`src/rtl/lrl_pkg.sv`:
```
`default_nettype none

package lrl_pkg;

  localparam int DEPTH     = 8;
  localparam int KEY_BITS  = 16;

  // fixed field widths of the stream items
  localparam int KEY_FIELD_BITS = 16;
  localparam int CAP_BITS       = 4;
  localparam int HPOS_BITS      = 3;
  localparam int OCC_BITS       = 4;

  localparam int POS_BITS = (DEPTH > 1) ? $clog2(DEPTH) : 1;
  localparam int CNT_BITS = $clog2(DEPTH + 1);
  localparam int CMP_BITS = (CAP_BITS > CNT_BITS) ? CAP_BITS : CNT_BITS;

  localparam int OUT_RAW_BITS = 1 + HPOS_BITS + 1 + KEY_FIELD_BITS + OCC_BITS;
  localparam int OUT_BITS     = ((OUT_RAW_BITS + 7) / 8) * 8;

  localparam logic [CAP_BITS-1:0] CAP_RESET = CAP_BITS'(8);

  typedef struct packed {
    logic load_key;
    logic update;
    logic cfg_wr;
  } lrl_cmd_t;

endpackage

`default_nettype wire

```
`src/rtl/lrl_ctrl.sv`:
```
`default_nettype none

module lrl_ctrl (
  input  wire                 clk,
  input  wire                 rst_n,
  input  wire                 in_tvalid,
  output logic                in_tready,
  output logic                out_tvalid,
  input  wire                 out_tready,
  input  wire                 cfg_valid,
  output logic                cfg_ready,
  output lrl_pkg::lrl_cmd_t   cmd
);
  import lrl_pkg::*;

  localparam logic ST_IDLE = 1'b0;
  localparam logic ST_EXEC = 1'b1;

  logic state_r, state_nxt;
  logic out_valid_r, out_valid_nxt;
  logic out_free;

  assign out_free   = !out_valid_r || out_tready;
  assign in_tready  = (state_r == ST_IDLE);
  assign cfg_ready  = 1'b1;
  assign out_tvalid = out_valid_r;

  always_comb begin
    state_nxt    = state_r;
    cmd.load_key = 1'b0;
    cmd.update   = 1'b0;
    cmd.cfg_wr   = cfg_valid;
    case (state_r)
      ST_IDLE: begin
        if (in_tvalid) begin
          cmd.load_key = 1'b1;
          state_nxt    = ST_EXEC;
        end
      end
      ST_EXEC: begin
        // wait here while the previous result is still unread
        if (out_free) begin
          cmd.update = 1'b1;
          state_nxt  = ST_IDLE;
        end
      end
      default: state_nxt = ST_IDLE;
    endcase
  end

  always_comb begin
    out_valid_nxt = out_valid_r;
    if (cmd.update) begin
      out_valid_nxt = 1'b1;
    end else if (out_tready) begin
      out_valid_nxt = 1'b0;
    end
  end

  always_ff @(posedge clk) begin
    if (!rst_n) begin
      state_r     <= ST_IDLE;
      out_valid_r <= 1'b0;
    end else begin
      state_r     <= state_nxt;
      out_valid_r <= out_valid_nxt;
    end
  end

`ifndef SYNTH
  a_update_needs_room: assert property (@(posedge clk) disable iff (!rst_n)
    cmd.update |-> (state_r == ST_EXEC) && (!out_valid_r || out_tready))
    else $error("update while output register occupied");

  a_update_sets_valid: assert property (@(posedge clk) disable iff (!rst_n)
    cmd.update |=> out_valid_r)
    else $error("result not presented after update");

  a_load_then_exec: assert property (@(posedge clk) disable iff (!rst_n)
    cmd.load_key |=> (state_r == ST_EXEC) && !in_tready)
    else $error("accepted key not followed by update state");
`endif

endmodule

`default_nettype wire

```
`src/rtl/lrl_datapath.sv`:
```
`default_nettype none

module lrl_datapath (
  input  wire                                    clk,
  input  wire                                    rst_n,
  input  wire  lrl_pkg::lrl_cmd_t                cmd,
  input  wire  [lrl_pkg::KEY_FIELD_BITS-1:0]     in_key,
  input  wire  [lrl_pkg::CAP_BITS-1:0]           cfg_capacity,
  output logic [lrl_pkg::OUT_BITS-1:0]           result
);
  import lrl_pkg::*;

  logic [KEY_BITS-1:0] key_r;
  logic [KEY_BITS-1:0] keys_r [DEPTH];
  logic [KEY_BITS-1:0] keys_nxt [DEPTH];
  logic [CNT_BITS-1:0] count_r, count_nxt;
  logic [CAP_BITS-1:0] cap_r;
  logic [OUT_BITS-1:0] result_r;

  logic                hit;
  logic [POS_BITS-1:0] hit_pos;
  logic [CMP_BITS-1:0] eff_cap;
  logic                full;
  logic [CNT_BITS-1:0] last_idx;
  logic [CNT_BITS-1:0] upto;
  logic [KEY_BITS-1:0] oldest_key;
  logic                evict;

  // 0 acts as 1, values above the list depth saturate
  always_comb begin
    if (cap_r == '0) begin
      eff_cap = CMP_BITS'(1);
    end else if (CMP_BITS'(cap_r) > CMP_BITS'(DEPTH)) begin
      eff_cap = CMP_BITS'(DEPTH);
    end else begin
      eff_cap = CMP_BITS'(cap_r);
    end
  end

  assign full       = CMP_BITS'(count_r) >= eff_cap;
  assign last_idx   = count_r - CNT_BITS'(1);
  assign oldest_key = keys_r[last_idx[POS_BITS-1:0]];

  // first match among the valid positions
  always_comb begin
    hit     = 1'b0;
    hit_pos = '0;
    for (int i = DEPTH - 1; i >= 0; i--) begin
      if ((CNT_BITS'(i) < count_r) && (keys_r[i] == key_r)) begin
        hit     = 1'b1;
        hit_pos = POS_BITS'(i);
      end
    end
  end

  assign evict = !hit && full;

  always_comb begin
    if (hit) begin
      upto      = CNT_BITS'(hit_pos);
      count_nxt = count_r;
    end else if (full) begin
      upto      = last_idx;
      count_nxt = count_r;
    end else begin
      upto      = count_r;
      count_nxt = count_r + CNT_BITS'(1);
    end
  end

  always_comb begin
    keys_nxt[0] = key_r;
    for (int i = 1; i < DEPTH; i++) begin
      keys_nxt[i] = (CNT_BITS'(i) <= upto) ? keys_r[i-1] : keys_r[i];
    end
  end

  always_ff @(posedge clk) begin
    if (cmd.load_key) begin
      key_r <= KEY_BITS'(in_key);
    end
    if (cmd.update) begin
      keys_r   <= keys_nxt;
      result_r <= OUT_BITS'({OCC_BITS'(count_nxt),
                             evict ? KEY_FIELD_BITS'(oldest_key) : KEY_FIELD_BITS'(0),
                             evict,
                             hit ? HPOS_BITS'(hit_pos) : HPOS_BITS'(0),
                             hit});
    end
  end

  always_ff @(posedge clk) begin
    if (!rst_n) begin
      count_r <= '0;
      cap_r   <= CAP_RESET;
    end else begin
      if (cmd.update) begin
        count_r <= count_nxt;
      end
      if (cmd.cfg_wr) begin
        cap_r <= cfg_capacity;
      end
    end
  end

  assign result = result_r;

`ifndef SYNTH
  a_count_bounded: assert property (@(posedge clk) disable iff (!rst_n)
    CMP_BITS'(count_r) <= CMP_BITS'(DEPTH))
    else $error("occupancy above list depth");

  a_count_nonzero_after_update: assert property (@(posedge clk) disable iff (!rst_n)
    cmd.update |=> count_r != '0)
    else $error("list empty after a reference");

  a_evict_keeps_count: assert property (@(posedge clk) disable iff (!rst_n)
    cmd.update && (hit || evict) |=> $stable(count_r))
    else $error("occupancy changed on hit or eviction");
`endif

endmodule

`default_nettype wire

```
`src/rtl/lru_recency_list.sv`:
```
`default_nettype none

// channel  | handshake              | payload
// ---------+------------------------+----------------------------------------------
// in       | in_tvalid / in_tready   | in_tdata[15:0]  key
// out      | out_tvalid / out_tready | out_tdata[31:0] hit, hit_position, evicted,
//          |                        |                 evicted_key, occupancy
// cfg      | cfg_valid / cfg_ready   | cfg_data[3:0]   capacity
//
// an item is taken in order: the key is registered, then comes the parallel compare
// and shift of the recency file; no new key is taken before that update is done
// the result shows in out_tdata the cycle after the update
// the update cycle waits while the output register holds an untaken result
// rst_n (synchronous) empties the list and sets capacity to 8; cfg_ready is always high

module lru_recency_list (
  input  wire                                 clk,
  input  wire                                 rst_n,
  input  wire                                 in_tvalid,
  output logic                                in_tready,
  input  wire  [lrl_pkg::KEY_FIELD_BITS-1:0]  in_tdata,   // key
  output logic                                out_tvalid,
  input  wire                                 out_tready,
  // hit, hit_position[2:0], evicted, evicted_key[15:0], occupancy[3:0], zero pad
  output logic [lrl_pkg::OUT_BITS-1:0]        out_tdata,
  input  wire                                 cfg_valid,
  output logic                                cfg_ready,
  input  wire  [lrl_pkg::CAP_BITS-1:0]        cfg_data
);
  import lrl_pkg::*;

  lrl_cmd_t cmd;

  lrl_ctrl u_ctrl (
    .clk        (clk),
    .rst_n      (rst_n),
    .in_tvalid  (in_tvalid),
    .in_tready  (in_tready),
    .out_tvalid (out_tvalid),
    .out_tready (out_tready),
    .cfg_valid  (cfg_valid),
    .cfg_ready  (cfg_ready),
    .cmd        (cmd)
  );

  lrl_datapath u_datapath (
    .clk          (clk),
    .rst_n        (rst_n),
    .cmd          (cmd),
    .in_key       (in_tdata),
    .cfg_capacity (cfg_data),
    .result       (out_tdata)
  );

endmodule

`default_nettype wire

```
`config.mk`:
```
export PLATFORM = sky130hd
export DESIGN_NAME = lru_recency_list
export DESIGN_NICKNAME = d
export VERILOG_FILES = /design/src/rtl/lrl_pkg.sv /design/src/rtl/lrl_ctrl.sv /design/src/rtl/lrl_datapath.sv /design/src/rtl/lru_recency_list.sv
export SDC_FILE = /design/constraint.sdc
export NUM_CORES = 1
export LEC_CHECK = 0
export BUFFER_PORTS_ARGS = -buffer_cell sky130_fd_sc_hd__buf_4
export CORE_MARGIN = 2
export CORE_UTILIZATION = 65
export CTS_CLUSTER_SIZE = 28
export DETAILED_ROUTE_END_ITERATION = 12
export GPL_TIMING_DRIVEN = 0
export PLACE_DENSITY = 0.85
export SLEW_MARGIN = 20
export SYNTH_ARGS = -nofsm -noshare
export SYNTH_HDL_FRONTEND = slang
export SYNTH_SLANG_ARGS = --single-unit
```
`constraint.sdc`:
```
create_clock -name clk -period 8.6 [get_ports clk]
set_input_delay 0.86 -clock clk [delete_from_list [all_inputs] [get_ports clk]]
set_output_delay 0.86 -clock clk [all_outputs]
set_load 0.02 [all_outputs]
```
==> results.md <==
- Status: finished clean
- Top post-synthesis cells by count: 169 x edfxtp_1, 90 x xor2_1, 53 x nand2_1
- Critical-path top delay cell: nor4_1
- FP Rows: between 40 and 50
- WP buf/inv: 3
- Final wirelength: 21.6 mm
- Core area: 13800 µm²
- Post-Synth Adder-Cell Area: 1.10%
- M2 GR Usage: 48.7%
- Post-synthesis compound-gate area fraction: 4.48%
- Worst min path class: flop to flop
- Setup Skew: 12.8 ps
- Cts repair resizes: 0
- # diodes: 0
- CP peak stage delay: 690 ps
- PortBufs: 50
- FILL cells: about 870
- Detailed Place HPWL: 16.6 mm
- DR vias: slightly below 6000
- Hold Buf Count CTS: 0
- Count of flip-flops with a built-in enable after synthesis: 169
- Largest family of logic cells by synthesized area: XOR/XNOR gates
- CTS Sinks: 179
- Number of nets in the layout: 760
- RePlAce Congestion: roughly 0.99
- Count of pins over their slew limit: 0
- H-tree depth: 4
- CTS clk-pin slew, worst paths: 70 ps
- Most common cell in the netlist: edfxtp_1
- Vias in the first global route: 5773
- Initial Util: 66.0%
- Power density over cell area: 205 nW/µm²
- Clk_lat worst skew: between 400 and 500 ps
- Worst vdd ir: 0.237 mV
- RSZ-0062 raised after global routing: false
- Global-route wire length before repair: around 33 mm
- Die Ht: 122 µm
- Cell family with most CP delay: simple AND/OR/NAND/NOR gates
- Setup-failing EPs final: 0
- Cells after Synth: 648
- Post-CTS Setup Bufs: 0
- Die area: 15000 µm²
- Post-route ant nets: 0
- Final TNS setup: 0 ps
- Post-synthesis mux area share: 8.60%
- Synth warn: 0
- Routed len/inst: 23.5 µm
- Met1 Use GR: 41.8%
- Busiest grt layer: met2
- FF+latch count, synth: 179
- Mean post-synth cell area: 14.0 µm²
- Total iterations of the first detailed-routing run: 5
- Mapped Area: 9090 µm²
- Tcrit/Tclk final: a little under three fifths
- Worst Path Required: between 8000 and 9000 ps
- Crit path capture type: flop
- Synth-to-Final Area Change: 14.3%
- Slew HR: roughly two fifths
- Simple-gate portion of the synthesized area: 11.2%
- CTS Buffer Depth: 2
- Initial antenna violation count: 0
- Synth async-reset ratio: 0%
- Synth Flop Type: edfxtp_1
- Crit-path max FO: 17
- Final hold vios: 0
- Max Freq: approximately 0.21 GHz
- # DRC: 0
- Max-cap violation count: 0
- Most area-hungry cell type in the Yosys netlist: edfxtp_1
- IO Count: 60
- Crit path top cell by count: clkbuf_1
- Overall power: 0.00213 W
- Worst-Margin Slew: ~900 ps
- Area share of the largest cell type after synthesis: 55.8%
- XOR/XNOR share of the synthesized area: 13.0%
- Drt first-iter violations: between 500 and 600
- Crit path DAT: 4820 ps
- Area contributors post-synth: edfxtp_1 56%, xor2_1 8.7%, mux4_2 7.9%
- Setup crit start kind: flop
- Lkg Pwr: 3.63 nW
- Met3 Track Usage GR: 6.18%
- Via density: approximately 6.3
- Grt total ovfl: 0
- GRT Util Overall: 30.5%
- Die W: approximately 120 µm
- TritonCTS Buffers: 17
- Netlist cell types: 72
- Tmin final: 4780 ps
- Clock root buffer: clkbuf_16
- Sequential fraction of the synthesis area: 58.0%
- Critical Path, Cell by Cell: clkbuf_1, inv_1, ha_1, clkbuf_1, o21ai_0, nand4_1, nor4_1, nand2b_1, or3_1, and2b_1, o21a_1
- CTS tree: yes
- Fraction of layout cells with a size suffix above 1: a little under a quarter
- Setup CP Type: flop to flop
- Fin Hold WS: 452 ps
- Largest net degree at the start of global routing: 26
[cell usage in the layout (no fill, tap or decap), types with 5 or more instances in the layout]
| master | count |
|---|---|
| nand2b_1 | 8 |
| clkbuf_16 | 17 |
| nor3_1 | 11 |
| mux4_2 | 32 |
| xor2_1 | 90 |
| ha_1 | 8 |
| buf_4 | 72 |
| a21oi_2 | 9 |
| nand2_1 | 53 |
| dfxtp_1 | 10 |
| and4_1 | 5 |
| o21ai_0 | 5 |
| inv_1 | 5 |
| clkbuf_1 | 16 |
| inv_6 | 6 |
| a21oi_1 | 14 |
| nor2_1 | 19 |
| nand3_1 | 10 |
| nor4_1 | 23 |
| nand4_1 | 16 |
| xnor2_1 | 45 |
| edfxtp_1 | 169 |
| buf_6 | 6 |
| conb_1 | 8 |
| mux2i_1 | 5 |
[report_power, final]
part	total [W]	switching, W	leakage [nW]	internal (W)
combinational	0.000303	0.000181	1.70	0.000123
clock	0.000804	0.000338	0.293	0.000466
sequential	0.00103	0.0000267	1.64	0.000998
total	0.00213	0.000546	3.63	0.00159
[registers in the layout, indices dropped and copies added, names as in the netlist]
name,cells
u_datapath.key_r,16
u_ctrl.state_r,1
u_datapath.keys_r,128
u_datapath.cap_r,4
u_datapath.count_r,4
u_datapath.result,25
u_ctrl.out_tvalid,1
[kinds of logic (layout without fill, tap and decap cells)]
group,after synthesis,after routing
buffers and inverters,50,136
XOR/XNOR,135,135
AND/OR/NAND/NOR,180,180
AO/OA/AOI/OAI,56,56
flip-flops,179,179
other,2,8
multiplexers,38,38
adder cells (fa/ha/maj),8,8
[final timing paths]
check	start	to	slack, ps	depth (start not counted)
min reg2reg	u_datapath.key_r[13]$_DFFE_PP_	u_datapath.keys_r[125]$_DFFE_PP_	450	0
min	u_datapath.key_r[13]$_DFFE_PP_	u_datapath.keys_r[125]$_DFFE_PP_	450	0
max	u_datapath.count_r[0]$_SDFFE_PN0P_	u_datapath.keys_r[42]$_DFFE_PP_	3820	11
max reg2reg	u_datapath.count_r[0]$_SDFFE_PN0P_	u_datapath.keys_r[42]$_DFFE_PP_	3820	11
[layout make-up]
cell class | instances | area, µm² | share of cell area, %
Inverter | 8 | 35.0 | 0.337
Clock buffer | 20 | 437 | 4.20
Buffer | 42 | 289 | 2.78
Clock inverter | 12 | 170 | 1.64
Tap cell | 180 | 225 | 2.17
Sequential cell | 179 | 5280 | 50.8
Timing Repair Buffer | 54 | 429 | 4.13
Multi-Input combinational cell | 425 | 3530 | 34.0
[per-stage QoR]
stage	std cells	cell area [µm²]	utilization [%]	worst slack, ps
floorplan	654	9120	-	3880
global placement	884	9720	70.6	2110
detailed placement	888	9790	71.1	3850
CTS	920	10400	75.5	3810
global route	920	10400	75.5	3500
finish	920	10400	75.5	3820
[layer usage]
layer	vias up	routed length (µm)	share of wire [%]
met5	-	0	0
met4	0	640	3.0
met3	41	1290	5.9
met2	245	10700	49
met1	2910	9030	42
li1	2576	-	-
Power figures use the tool's default switching activity.
